**src/sv/accel_motion_detector_ema_top_macros.svh**
```systemverilog
// assertion macros for the motion detector
`ifndef ACCEL_MOTION_DETECTOR_EMA_TOP_MACROS_SVH
`define ACCEL_MOTION_DETECTOR_EMA_TOP_MACROS_SVH

// same-cycle implication, clocked on clk and quiet while rst_n is low
`define AMD_ASSERT_NOW(lbl, ante, cons, msg) \
  lbl: assert property (@(posedge clk) disable iff (!rst_n) (ante) |-> (cons)) \
    else $error(msg);

// next-cycle implication
`define AMD_ASSERT_NEXT(lbl, ante, cons, msg) \
  lbl: assert property (@(posedge clk) disable iff (!rst_n) (ante) |=> (cons)) \
    else $error(msg);

`endif

```
**src/sv/amd_pkg.sv**
```systemverilog
// shared types and constants for the motion detector
package amd_pkg;

  localparam int ADDR_W = 3;
  localparam int DATA_W = 32;
  localparam int DIST_W = 25;
  localparam int THR_W  = 25;
  localparam int DIV_W  = 8;

  localparam logic [THR_W-1:0] THR_RESET = 25'd256000;
  localparam logic [DIV_W-1:0] DIV_RESET = 8'd8;

  // register index, taken from paddr[2]
  localparam logic REG_THRESHOLD = 1'b0;
  localparam logic REG_DIVISOR   = 1'b1;

  localparam logic KIND_CLEAR = 1'b1;

  localparam logic [1:0] AXIS_FIRST = 2'd0;
  localparam logic [1:0] AXIS_LAST  = 2'd2;

  typedef enum logic [2:0] {
    ST_IDLE,
    ST_MUL,
    ST_DIV,
    ST_AVG,
    ST_SQ,
    ST_ROOT,
    ST_FLAG,
    ST_DONE
  } state_t;

endpackage

```
**src/sv/accel_motion_detector_ema_top.sv**
```systemverilog
// motion detector top level: averaging baseline, distance and motion latch
// A sample item (kind 0) updates the three per-axis moving averages, then
// measures the distance from the sample to the new averages and compares it
// with the threshold register; a kind 1 item clears the motion latch. Every item
// gives exactly one result item. One item is worked at a time and in_stall is
// high until its result has been handed to the output register. A clear item
// or the seeding first sample goes straight to the output state. A later sample
// runs per axis a multiply, SAMPLE_BITS+FRACTION_BITS+8 restoring divide steps
// and a write-back, then a square-and-accumulate per axis through the same
// multiplier, SAMPLE_BITS+FRACTION_BITS+1 square root steps through the same
// subtractor as the divide, a compare and the output register load. The divide
// and the square root retire one bit per cycle. The next item is taken in the
// cycle after the result is registered.
`include "accel_motion_detector_ema_top_macros.svh"

module accel_motion_detector_ema_top #(
  parameter int FRACTION_BITS = 8,
  parameter int SAMPLE_BITS   = 16
) (
  input  logic                              clk,
  input  logic                              rst_n,

  input  logic                              in_valid,
  output logic                              in_stall,
  input  logic                              in_kind,
  input  logic signed [SAMPLE_BITS-1:0]     in_accel_x,
  input  logic signed [SAMPLE_BITS-1:0]     in_accel_y,
  input  logic signed [SAMPLE_BITS-1:0]     in_accel_z,

  output logic                              out_valid,
  input  logic                              out_stall,
  output logic [amd_pkg::DIST_W-1:0]        out_distance,
  output logic                              out_moving,
  output logic                              out_motion_latched,
  output logic                              out_seeded,

  input  logic                              psel,
  input  logic                              penable,
  input  logic                              pwrite,
  input  logic [amd_pkg::ADDR_W-1:0]        paddr,
  input  logic [amd_pkg::DATA_W-1:0]        pwdata,
  output logic [amd_pkg::DATA_W-1:0]        prdata,
  output logic                              pready
);

  localparam int AW   = SAMPLE_BITS + FRACTION_BITS;  // average width
  localparam int DW   = AW + 1;                       // difference width
  localparam int MW   = AW + 2;                       // multiplier operand width
  localparam int PW   = 2 * MW;                       // product width
  localparam int NUMW = AW + amd_pkg::DIV_W;          // dividend magnitude width
  localparam int RW   = AW + 1;                       // root width
  localparam int SUMW = 2 * RW;                       // sum of squares width
  localparam int SUBW = RW + 3;                       // shared subtractor width
  localparam int CNTW = $clog2(NUMW);

  amd_pkg::state_t state_r, state_nxt;

  logic [1:0]                   axis_r, axis_nxt;
  logic [CNTW-1:0]              cnt_r, cnt_nxt;
  logic                         seeded_r, seeded_nxt;
  logic                         moving_r, moving_nxt;
  logic                         latch_r, latch_nxt;
  logic [amd_pkg::DIST_W-1:0]   last_distance_r, last_distance_nxt;
  logic [amd_pkg::THR_W-1:0]    threshold_r, threshold_nxt;
  logic [amd_pkg::DIV_W-1:0]    divisor_r, divisor_nxt;

  logic signed [AW-1:0]         samp_r [3];
  logic signed [AW-1:0]         samp_nxt [3];
  logic signed [AW-1:0]         avg_r [3];
  logic signed [AW-1:0]         avg_nxt [3];
  logic [NUMW-1:0]              num_r, num_nxt;
  logic                         neg_r, neg_nxt;
  logic [RW:0]                  rem_r, rem_nxt;
  logic [SUMW-1:0]              sum_r, sum_nxt;
  logic [RW-1:0]                root_r, root_nxt;

  logic                         out_valid_r, out_valid_nxt;
  logic [amd_pkg::DIST_W-1:0]   out_distance_r, out_distance_nxt;
  logic                         out_moving_r, out_moving_nxt;
  logic                         out_latched_r, out_latched_nxt;
  logic                         out_seeded_r, out_seeded_nxt;

  logic                         in_accept;
  logic                         cfg_write;
  logic [amd_pkg::DIV_W-1:0]    alpha_eff;
  logic [amd_pkg::DIV_W-1:0]    alpha_m1;
  logic signed [AW-1:0]         scaled_x, scaled_y, scaled_z;

  // shared multiplier
  logic signed [MW-1:0]         mul_a, mul_b;
  logic signed [PW-1:0]         prod;
  logic signed [PW-1:0]         num_full;
  logic signed [PW-1:0]         num_abs;
  logic signed [DW-1:0]         diff_d;
  logic signed [NUMW:0]         q_signed;

  // shared subtract and compare
  logic [SUBW-1:0]              sub_a, sub_b;
  logic [SUBW:0]                sub_d;
  logic                         sub_ge;

  assign in_accept = in_valid && !in_stall;
  assign in_stall  = (state_r != amd_pkg::ST_IDLE);
  assign cfg_write = psel && penable && pwrite;
  assign pready    = 1'b1;

  assign alpha_eff = (divisor_r == '0) ? amd_pkg::DIV_W'(1) : divisor_r;
  assign alpha_m1  = alpha_eff - amd_pkg::DIV_W'(1);

  assign scaled_x = AW'(in_accel_x) <<< FRACTION_BITS;
  assign scaled_y = AW'(in_accel_y) <<< FRACTION_BITS;
  assign scaled_z = AW'(in_accel_z) <<< FRACTION_BITS;

  assign diff_d   = DW'(samp_r[axis_r]) - DW'(avg_r[axis_r]);
  assign prod     = mul_a * mul_b;
  assign num_full = prod + PW'(samp_r[axis_r]);
  assign num_abs  = num_full[PW-1] ? -num_full : num_full;
  assign q_signed = neg_r ? -$signed({1'b0, num_r}) : $signed({1'b0, num_r});

  assign sub_d  = {1'b0, sub_a} - {1'b0, sub_b};
  assign sub_ge = ~sub_d[SUBW];

  // operand selection for the shared units
  always_comb begin
    mul_a = '0;
    mul_b = '0;
    sub_a = '0;
    sub_b = '0;
    case (state_r)
      amd_pkg::ST_MUL: begin
        mul_a = MW'(avg_r[axis_r]);
        mul_b = MW'(alpha_m1);
      end
      amd_pkg::ST_SQ: begin
        mul_a = MW'(diff_d);
        mul_b = MW'(diff_d);
      end
      amd_pkg::ST_DIV: begin
        sub_a = SUBW'({rem_r[RW-1:0], num_r[NUMW-1]});
        sub_b = SUBW'(alpha_eff);
      end
      amd_pkg::ST_ROOT: begin
        sub_a = {rem_r, sum_r[SUMW-1 -: 2]};
        sub_b = SUBW'({root_r, 2'b01});
      end
      default: begin
      end
    endcase
  end

  // configuration read
  always_comb begin
    case (paddr[2])
      amd_pkg::REG_THRESHOLD: prdata = amd_pkg::DATA_W'(threshold_r);
      amd_pkg::REG_DIVISOR:   prdata = amd_pkg::DATA_W'(divisor_r);
      default:                prdata = '0;
    endcase
  end

  // sequencer
  always_comb begin
    state_nxt         = state_r;
    axis_nxt          = axis_r;
    cnt_nxt           = cnt_r;
    seeded_nxt        = seeded_r;
    moving_nxt        = moving_r;
    latch_nxt         = latch_r;
    last_distance_nxt = last_distance_r;
    threshold_nxt     = threshold_r;
    divisor_nxt       = divisor_r;
    samp_nxt          = samp_r;
    avg_nxt           = avg_r;
    num_nxt           = num_r;
    neg_nxt           = neg_r;
    rem_nxt           = rem_r;
    sum_nxt           = sum_r;
    root_nxt          = root_r;
    out_valid_nxt     = out_valid_r && out_stall;
    out_distance_nxt  = out_distance_r;
    out_moving_nxt    = out_moving_r;
    out_latched_nxt   = out_latched_r;
    out_seeded_nxt    = out_seeded_r;

    if (cfg_write) begin
      case (paddr[2])
        amd_pkg::REG_THRESHOLD: threshold_nxt = pwdata[amd_pkg::THR_W-1:0];
        amd_pkg::REG_DIVISOR:   divisor_nxt   = pwdata[amd_pkg::DIV_W-1:0];
        default: begin
        end
      endcase
    end

    case (state_r)
      amd_pkg::ST_IDLE: begin
        if (in_accept) begin
          if (in_kind == amd_pkg::KIND_CLEAR) begin
            latch_nxt = 1'b0;
            state_nxt = amd_pkg::ST_DONE;
          end else begin
            samp_nxt[0] = scaled_x;
            samp_nxt[1] = scaled_y;
            samp_nxt[2] = scaled_z;
            if (!seeded_r) begin
              avg_nxt[0] = scaled_x;
              avg_nxt[1] = scaled_y;
              avg_nxt[2] = scaled_z;
              seeded_nxt = 1'b1;
              moving_nxt = 1'b0;
              state_nxt  = amd_pkg::ST_DONE;
            end else begin
              axis_nxt  = amd_pkg::AXIS_FIRST;
              state_nxt = amd_pkg::ST_MUL;
            end
          end
        end
      end
      amd_pkg::ST_MUL: begin
        // numerator avg*(alpha-1)+sample, kept as sign and magnitude
        num_nxt   = num_abs[NUMW-1:0];
        neg_nxt   = num_full[PW-1];
        rem_nxt   = '0;
        cnt_nxt   = '0;
        state_nxt = amd_pkg::ST_DIV;
      end
      amd_pkg::ST_DIV: begin
        // restoring divide, quotient bits shift in behind the dividend
        rem_nxt = sub_ge ? sub_d[RW:0] : sub_a[RW:0];
        num_nxt = {num_r[NUMW-2:0], sub_ge};
        cnt_nxt = cnt_r + CNTW'(1);
        if (cnt_r == CNTW'(NUMW - 1)) begin
          state_nxt = amd_pkg::ST_AVG;
        end
      end
      amd_pkg::ST_AVG: begin
        avg_nxt[axis_r] = q_signed[AW-1:0];
        if (axis_r == amd_pkg::AXIS_LAST) begin
          axis_nxt  = amd_pkg::AXIS_FIRST;
          sum_nxt   = '0;
          state_nxt = amd_pkg::ST_SQ;
        end else begin
          axis_nxt  = axis_r + 2'd1;
          state_nxt = amd_pkg::ST_MUL;
        end
      end
      amd_pkg::ST_SQ: begin
        sum_nxt = sum_r + prod[SUMW-1:0];
        if (axis_r == amd_pkg::AXIS_LAST) begin
          rem_nxt   = '0;
          root_nxt  = '0;
          cnt_nxt   = '0;
          state_nxt = amd_pkg::ST_ROOT;
        end else begin
          axis_nxt = axis_r + 2'd1;
        end
      end
      amd_pkg::ST_ROOT: begin
        // two radicand bits per step, one root bit out
        rem_nxt  = sub_ge ? sub_d[RW:0] : sub_a[RW:0];
        root_nxt = {root_r[RW-2:0], sub_ge};
        sum_nxt  = sum_r << 2;
        cnt_nxt  = cnt_r + CNTW'(1);
        if (cnt_r == CNTW'(RW - 1)) begin
          last_distance_nxt = amd_pkg::DIST_W'(root_nxt);
          state_nxt         = amd_pkg::ST_FLAG;
        end
      end
      amd_pkg::ST_FLAG: begin
        moving_nxt = (last_distance_r > threshold_r);
        if (last_distance_r > threshold_r) begin
          latch_nxt = 1'b1;
        end
        state_nxt = amd_pkg::ST_DONE;
      end
      amd_pkg::ST_DONE: begin
        if (!out_valid_r || !out_stall) begin
          out_valid_nxt    = 1'b1;
          out_distance_nxt = last_distance_r;
          out_moving_nxt   = moving_r;
          out_latched_nxt  = latch_r;
          out_seeded_nxt   = seeded_r;
          state_nxt        = amd_pkg::ST_IDLE;
        end
      end
      default: begin
        state_nxt = amd_pkg::ST_IDLE;
      end
    endcase
  end

  always_ff @(posedge clk) begin
    if (!rst_n) begin
      state_r         <= amd_pkg::ST_IDLE;
      axis_r          <= amd_pkg::AXIS_FIRST;
      cnt_r           <= '0;
      seeded_r        <= 1'b0;
      moving_r        <= 1'b0;
      latch_r         <= 1'b0;
      last_distance_r <= '0;
      threshold_r     <= amd_pkg::THR_RESET;
      divisor_r       <= amd_pkg::DIV_RESET;
      out_valid_r     <= 1'b0;
    end else begin
      state_r         <= state_nxt;
      axis_r          <= axis_nxt;
      cnt_r           <= cnt_nxt;
      seeded_r        <= seeded_nxt;
      moving_r        <= moving_nxt;
      latch_r         <= latch_nxt;
      last_distance_r <= last_distance_nxt;
      threshold_r     <= threshold_nxt;
      divisor_r       <= divisor_nxt;
      out_valid_r     <= out_valid_nxt;
    end
  end

  always_ff @(posedge clk) begin
    samp_r         <= samp_nxt;
    avg_r          <= avg_nxt;
    num_r          <= num_nxt;
    neg_r          <= neg_nxt;
    rem_r          <= rem_nxt;
    sum_r          <= sum_nxt;
    root_r         <= root_nxt;
    out_distance_r <= out_distance_nxt;
    out_moving_r   <= out_moving_nxt;
    out_latched_r  <= out_latched_nxt;
    out_seeded_r   <= out_seeded_nxt;
  end

  assign out_valid          = out_valid_r;
  assign out_distance       = out_distance_r;
  assign out_moving         = out_moving_r;
  assign out_motion_latched = out_latched_r;
  assign out_seeded         = out_seeded_r;

  `AMD_ASSERT_NOW(a_update_after_seed, (state_r == amd_pkg::ST_MUL), seeded_r,
    "average update before seeding")
  `AMD_ASSERT_NOW(a_div_rem_bound, (state_r == amd_pkg::ST_DIV),
    (rem_r < (RW+1)'(alpha_eff)), "divide remainder not below divisor")
  `AMD_ASSERT_NOW(a_root_rem_bound, (state_r == amd_pkg::ST_ROOT),
    (rem_r <= ({root_r, 1'b0})), "root remainder above twice the root")
  `AMD_ASSERT_NEXT(a_accept_busy, in_accept, (state_r != amd_pkg::ST_IDLE),
    "accepted item left the sequencer idle")
  `AMD_ASSERT_NEXT(a_latch_on_motion,
    ((state_r == amd_pkg::ST_FLAG) && (last_distance_r > threshold_r)), latch_r,
    "motion did not set the latch")

endmodule
```
**config.mk**
```make
export PLATFORM = sky130hd
export DESIGN_NAME = accel_motion_detector_ema_top
export DESIGN_NICKNAME = d
export VERILOG_FILES = /design/src/sv/amd_pkg.sv /design/src/sv/accel_motion_detector_ema_top.sv
export VERILOG_INCLUDE_DIRS = /design/src /design/src/sv
export SDC_FILE = /design/constraint.sdc
export NUM_CORES = 2
export LEC_CHECK = 0
export ABC_AREA = 1
export BUFFER_PORTS_ARGS = -buffer_cell sky130_fd_sc_hd__buf_4
export CORE_MARGIN = 2
export CORE_UTILIZATION = 52
export DETAILED_ROUTE_END_ITERATION = 16
export PLACE_DENSITY = 0.67
export SLEW_MARGIN = 20
export SYNTH_ARGS = -nofsm -noshare
export SYNTH_HDL_FRONTEND = slang
export SYNTH_SLANG_ARGS = --single-unit
```
**constraint.sdc**
```tcl
create_clock -name clk -period 24.7 [get_ports clk]
set_input_delay 4.94 -clock clk [delete_from_list [all_inputs] [get_ports clk]]
set_output_delay 4.94 -clock clk [all_outputs]
set_load 0.02 [all_outputs]
```
# Word-level counts from Yosys, hierarchy flattened
# Index checks and enable logic that the tools add are counted.
dict set report totals {
  regBits 354
  latch_bits 0
  ramBits 0
  mem_bits_ro 0
  input_bits 91
  memories 0
}
dict set report op_classes {
  add_sub_neg 9
  n_mul 1
  div 0
  magnitude_cmp 3
  n_eq_ne 22
  n_shift 0
  mux 56
  bitwise 4
  reduce_logical 33
}
# operator n
set op_table {}
lappend op_table {{72-bit 2-to-1 mux} 3}
lappend op_table {{50-bit case mux with 3 select lines} 1}
lappend op_table {{24-bit 2-to-1 mux} 6}
lappend op_table {{72-bit case mux with 2 select lines} 1}
lappend op_table {{32-bit case mux with 2 select lines} 2}
lappend op_table {{26-bit case mux with 2 select lines} 2}
lappend op_table {{24-bit binary-select mux with 2-bit select} 2}
lappend op_table {{26-bit case mux with 3 select lines} 1}
lappend op_table {{72-bit bitwise mux} 1}
lappend op_table {{28-bit case mux with 2 select lines} 1}
lappend op_table {{27-bit case mux with 2 select lines} 1}
lappend op_table {{52-bit by 24-bit adder with 52-bit output} 1}
lappend op_table {{26-bit by 26-bit multiplier with 52-bit output} 1}
lappend op_table {{26-bit 2-to-1 mux} 2}
lappend op_table {{50-bit adder} 1}
lappend op_table {{50-bit 2-to-1 mux} 1}
lappend op_table {{25-bit case mux with 2 select lines} 1}
lappend op_table {{24-bit demux with 2-bit select} 1}
lappend op_table {{32-bit 2-to-1 mux} 1}
lappend op_table {{32-bit negation} 1}
lappend op_table {{28-bit by 28-bit subtractor with 29-bit output} 1}
lappend op_table {{25-bit > comparator} 1}
lappend op_table {{25-bit 2-to-1 mux} 1}
lappend op_table {{24-bit by 24-bit subtractor with 25-bit output} 1}
lappend op_table {{other kinds (35)} 93}

# Logic depth before layout (Yosys ltp)
dict set report logic_depth {
  word_depth 11
  depth_mapped 64
  depth_no_buf 61
}

# Least setup slack after synthesis
# Ideal clock, no wire load.
dict set report synth_path {
  path_type {reg-to-reg}
  startpoint {reg axis_r[1]}
  endpoint {reg num_r[27], data pin}
  arrival_time_ps 10531
  t_required_ps 24448
  setup_slack_ps 13917
  path_stages_with_launch 52
  n_path_buf 3
  synth_period_minus_slack_ps 10783
  cell_sequence {dfxtp_1 > buf_4 > inv_2 > o21ai_0 > o21ai_1 > ha_1 > inv_1 > nor3_1 > inv_1 > o21ai_0 > inv_1 > nand3_1 > nand3_4 > nand2_2 > buf_4 > nand2_1 > fa_1 > inv_1 > [16 not listed] > nand2_1 > o211ai_1 > xor2_1 > ha_1 > nand2_1 > nor2_1 > nand2_1 > nor4_1 > nand4_1 > nand3_1 > nand3_1 > nand2_2 > inv_2 > buf_6 > nand2_1 > nand2_1 > nand2_1 > nand2_1}
}
dict set report synth_between {
  elab_chain_len 11
  word_cells_on_any_way 15
  cone_classes {3 x add/sub; 1 x mul; 10 x mux; 1 x bitwise}
}
# item line
set synth_rtl {}
lappend synth_rtl {{start: declaration} accel_motion_detector_ema_top.sv:58} ;# logic [1:0] axis_r, axis_nxt;
lappend synth_rtl {{start signal: assignment} accel_motion_detector_ema_top.sv:293} ;# axis_r <= amd_pkg::AXIS_FIRST;
lappend synth_rtl {{start signal: assignment} accel_motion_detector_ema_top.sv:304} ;# axis_r <= axis_nxt;
lappend synth_rtl {{2-bit NOT with 3-bit output (implied by the code) *} {accel_motion_detector_ema_top.sv:114, accel_motion_detector_ema_top.sv:116, accel_motion_detector_ema_top.sv:131}}
lappend synth_rtl {{24-bit binary-select mux with 2-bit select, on equally long branches} {accel_motion_detector_ema_top.sv:114, accel_motion_detector_ema_top.sv:116, accel_motion_detector_ema_top.sv:131}}
lappend synth_rtl {{24-bit 2-to-1 mux, on equally long branches (2 in a row)} {accel_motion_detector_ema_top.sv:114, accel_motion_detector_ema_top.sv:116, accel_motion_detector_ema_top.sv:131}}
lappend synth_rtl {{24-bit by 24-bit subtractor with 25-bit output} accel_motion_detector_ema_top.sv:114} ;# assign diff_d = DW'(samp_r[axis_r]) - DW'(avg_r[axis_r]);
lappend synth_rtl {{26-bit case mux with 2 select lines} accel_motion_detector_ema_top.sv:129} ;# case (state_r)
lappend synth_rtl {{26-bit by 26-bit multiplier with 52-bit output} accel_motion_detector_ema_top.sv:115} ;# assign prod = mul_a * mul_b;
lappend synth_rtl {{52-bit by 24-bit adder with 52-bit output *} accel_motion_detector_ema_top.sv:116} ;# assign num_full = prod + PW'(samp_r[axis_r]);
lappend synth_rtl {{32-bit negation} accel_motion_detector_ema_top.sv:117} ;# assign num_abs = num_full[PW-1] ? -num_full : num_full;
lappend synth_rtl {{32-bit 2-to-1 mux *} accel_motion_detector_ema_top.sv:117}
lappend synth_rtl {{32-bit case mux with 2 select lines *} accel_motion_detector_ema_top.sv:193} ;# case (state_r)
lappend synth_rtl {{via num_nxt[27]} accel_motion_detector_ema_top.sv:71} ;# logic [NUMW-1:0] num_r, num_nxt;
lappend synth_rtl {{end signal: assignment} accel_motion_detector_ema_top.sv:319} ;# num_r <= num_nxt;
lappend synth_rtl {{end: declaration} accel_motion_detector_ema_top.sv:71}
# The timed path passes the listed nets; every way through them passes the cells marked *. The select of a mux whose other input is x is not followed.
# A chain may end at the register's enable or synchronous reset.

# Final worst setup path
dict set report layout_path {
  startpoint {reg axis_r[1]}
  endpoint {reg num_r[16], data pin}
}
# The elaborated chain is that of the path after synthesis.

==> flow_summary.toml <==
[status]
outcome = "complete, no violations"

[floorplanning]
initial_core_util_pct = 52.4
die-area_sq_um = 98000
rows = 113
die_w_um = 313
ioPinCount = 154
die_h_um = 313
core_sq_um = 94900

[timing]
fin_crit_sh_pct = 59.3
fin_crit_ns = 14.66
skew_ns = 0.0290
max_slew_margin_pct = 24.5
hold_ws_ns = 0.438
maxSlewViolCount = 0
worst_pin_slew_ns = 1.13
setup_viol = 0
hold_viol = 0
fmax_mhz = 68.2
rsz0062_at_grt = "false"
setup_tns_ns = 0

[final_layout]
syn_to_final_growth_pct = 6.82
finalNonFillerCells = 7594
design_area_sq_um = 53100
n_antenna_cell = 0
fillers = 8907
nets = 7411
drive_gt1_share_pct = 6.54

[run]
maxCapViolations = 0

[yosys]
netlist.area_leader.share_pct = 28.0
yosysTopAreaCell = "fa_1"
synth_area_sq_um = 49700
ys_async_sr_fraction_pct = 0
synth-edff-count = 282
yosysMostFrequentCell = "nand2_1"
ys_ff_latch = 354
ys.flop_type = "edfxtp_1"
avgSynthCellArea_sq_um = 7.94
synth_commonest_cells = "nand2_1, inv_1, fa_1, nor2_1, o21ai_0"
yosys_warnings = 0
synth_cell_type_count = 66
syn-instance-count = 6255
netlist_top_cells_area = "fa_1, edfxtp_1, nand2_1, inv_1, ha_1"
yosysSeqAreaShare_pct = 19.9

[setup_path]
cp_max_fo = 36
crit_arrival_ns = 14.91
worstPathRequired_ns = 24.96
reg2reg_depth = 51
slowest_delay_ns = 1.09
crit_top_cell = "nand2_1"
path_class = "reg -> reg"
cp-start-kind = "flip-flop"
cp-end-kind = "flip-flop"
crit_slowest_cell = "fa_1"

[detailed_routing]
vias_per_cell = 5.54
detail_route.wl_per_cell_um = 20.4
ant_nets = 0
wl_mm = 155
drtPass1Iterations = 6
vias = 42000
drt-initial-drc-count = 3970
drc = 0

[clock_network]
numCtsBuffers = 36
postCtsSetupBuffers = 0
ctsRootBufferMaster = "clkbuf_16"
htree_levels = 2
path_clk_slew_ns = 0.07
cts_resized = 0
insertion_delay_ns = 0.56
cts_tree = "done"
hold_buffers = 0
cts_buffer_depth = 3
cts_sinks = 354

[placed_design]
gp_congestion = 0.979
placed_area_sq_um = 51900
numPlacedInstances = 7529
portBuffers = 136
hpwl_mm = 122

[global_routing]
track_usage_pct = 31.9
grt_pass1_vias = 42200
overflow = 0
grt_use_met3_pct = 4.61
grt_max_degree = 95
busiest_layer = "met2"
met2_usage_pct = 53.5
met1_usage_pct = 41.6
grt_first_pass_wirelength_mm = 241
antenna_found_initial = 1

[min_path]
min_path_type = "reg -> reg"
whs_path_depth = 0
[state kept, by name (all words and copies together), names as in the netlist, 2 cells and up]
name and count:
root_r 25, cnt_r 5, rem_r 26, out_distance 25
last_distance_r 25, divisor_r 8, axis_r 2, sum_r 50
state_r 3, threshold_r 25, num_r 32, samp_r 48
avg_r 72
[final timing paths]
check / endpoint / slack, ns / from
worst max register to register: num_r[16] / 10.04 / axis_r[1]
worst min-delay path: out_moving / 0.44 / moving_r
worst max-delay path: num_r[16] / 10.04 / axis_r[1]
worst min register to register: out_moving / 0.44 / moving_r
[placed cells by master (no fill, tap or decap), types with 15 or more instances in the layout]
| cell type | count |
|---|---|
| buf_4 | 190 |
| nand2_2 | 17 |
| nor2_1 | 540 |
| nor3_1 | 41 |
| a31oi_1 | 37 |
| nand2_1 | 1345 |
| nand3_1 | 160 |
| o21bai_1 | 15 |
| a22oi_1 | 16 |
| inv_1 | 1303 |
| clkbuf_16 | 37 |
| a21oi_1 | 347 |
| or2_2 | 38 |
| xor2_1 | 94 |
| o21ai_0 | 354 |
| dfxtp_1 | 72 |
| ha_1 | 322 |
| o22ai_1 | 55 |
| inv_2 | 36 |
| edfxtp_1 | 282 |
| xnor2_1 | 37 |
| o21ai_2 | 15 |
| o21a_1 | 15 |
| a21o_1 | 16 |
| nor2_2 | 15 |
| nand4_1 | 65 |
| fa_1 | 696 |
[metal layers]
metal	vias up	part of all wire [%]
met5	-	0
met4	0	4.8
met3	340	8.2
met2	1776	48
met1	20400	39
li1	19600	-
[worst max-delay path, delay by kind of cell, from the launching register on]
family / cells / cell delay (ns)
xor+xnor: 1 / 0.44
flops: 1 / 0.32
compound gates: 8 / 1.97
simple gates: 23 / 4.12
fa+ha+maj: 9 / 4.82
buf+inv: 10 / 2.59
[logic make-up after synthesis]
kind of cell | after synthesis | share of synthesized area (%)
AO/OA/AOI/OAI | 926 | 10.3
XOR/XNOR | 132 | 2.35
adder cells (fa/ha/maj) | 1018 | 36.2
buffers and inverters | 1537 | 12.1
flip-flops | 354 | 19.9
other | 2 | 0.0151
AND/OR/NAND/NOR | 2286 | 19.2
[layout make-up]
type | instances | area [sq um] | area share, %
clock buffer | 47 | 993 | 1.87
multi-input combinational | 4370 | 33900 | 63.8
inverter | 1350 | 5080 | 9.57
timing repair buffer | 190 | 1430 | 2.69
sequential | 354 | 9910 | 18.7
tap | 1265 | 1580 | 2.98
clock inverter | 18 | 203 | 0.382
[per-stage QoR]
| step | setup WS (ns) | utilization, % |
|---|---|---|
| global placement | 10.29 | 54.7 |
| floorplan | 13.92 | - |
| CTS | 10.16 | 55.9 |
| finish | 10.04 | 55.9 |
| detailed placement | 10.20 | 54.7 |
| global route | 9.23 | 55.9 |
Power is not shown: default switching activity piles up to over one toggle a cycle in this logic, so the estimate is an artifact.
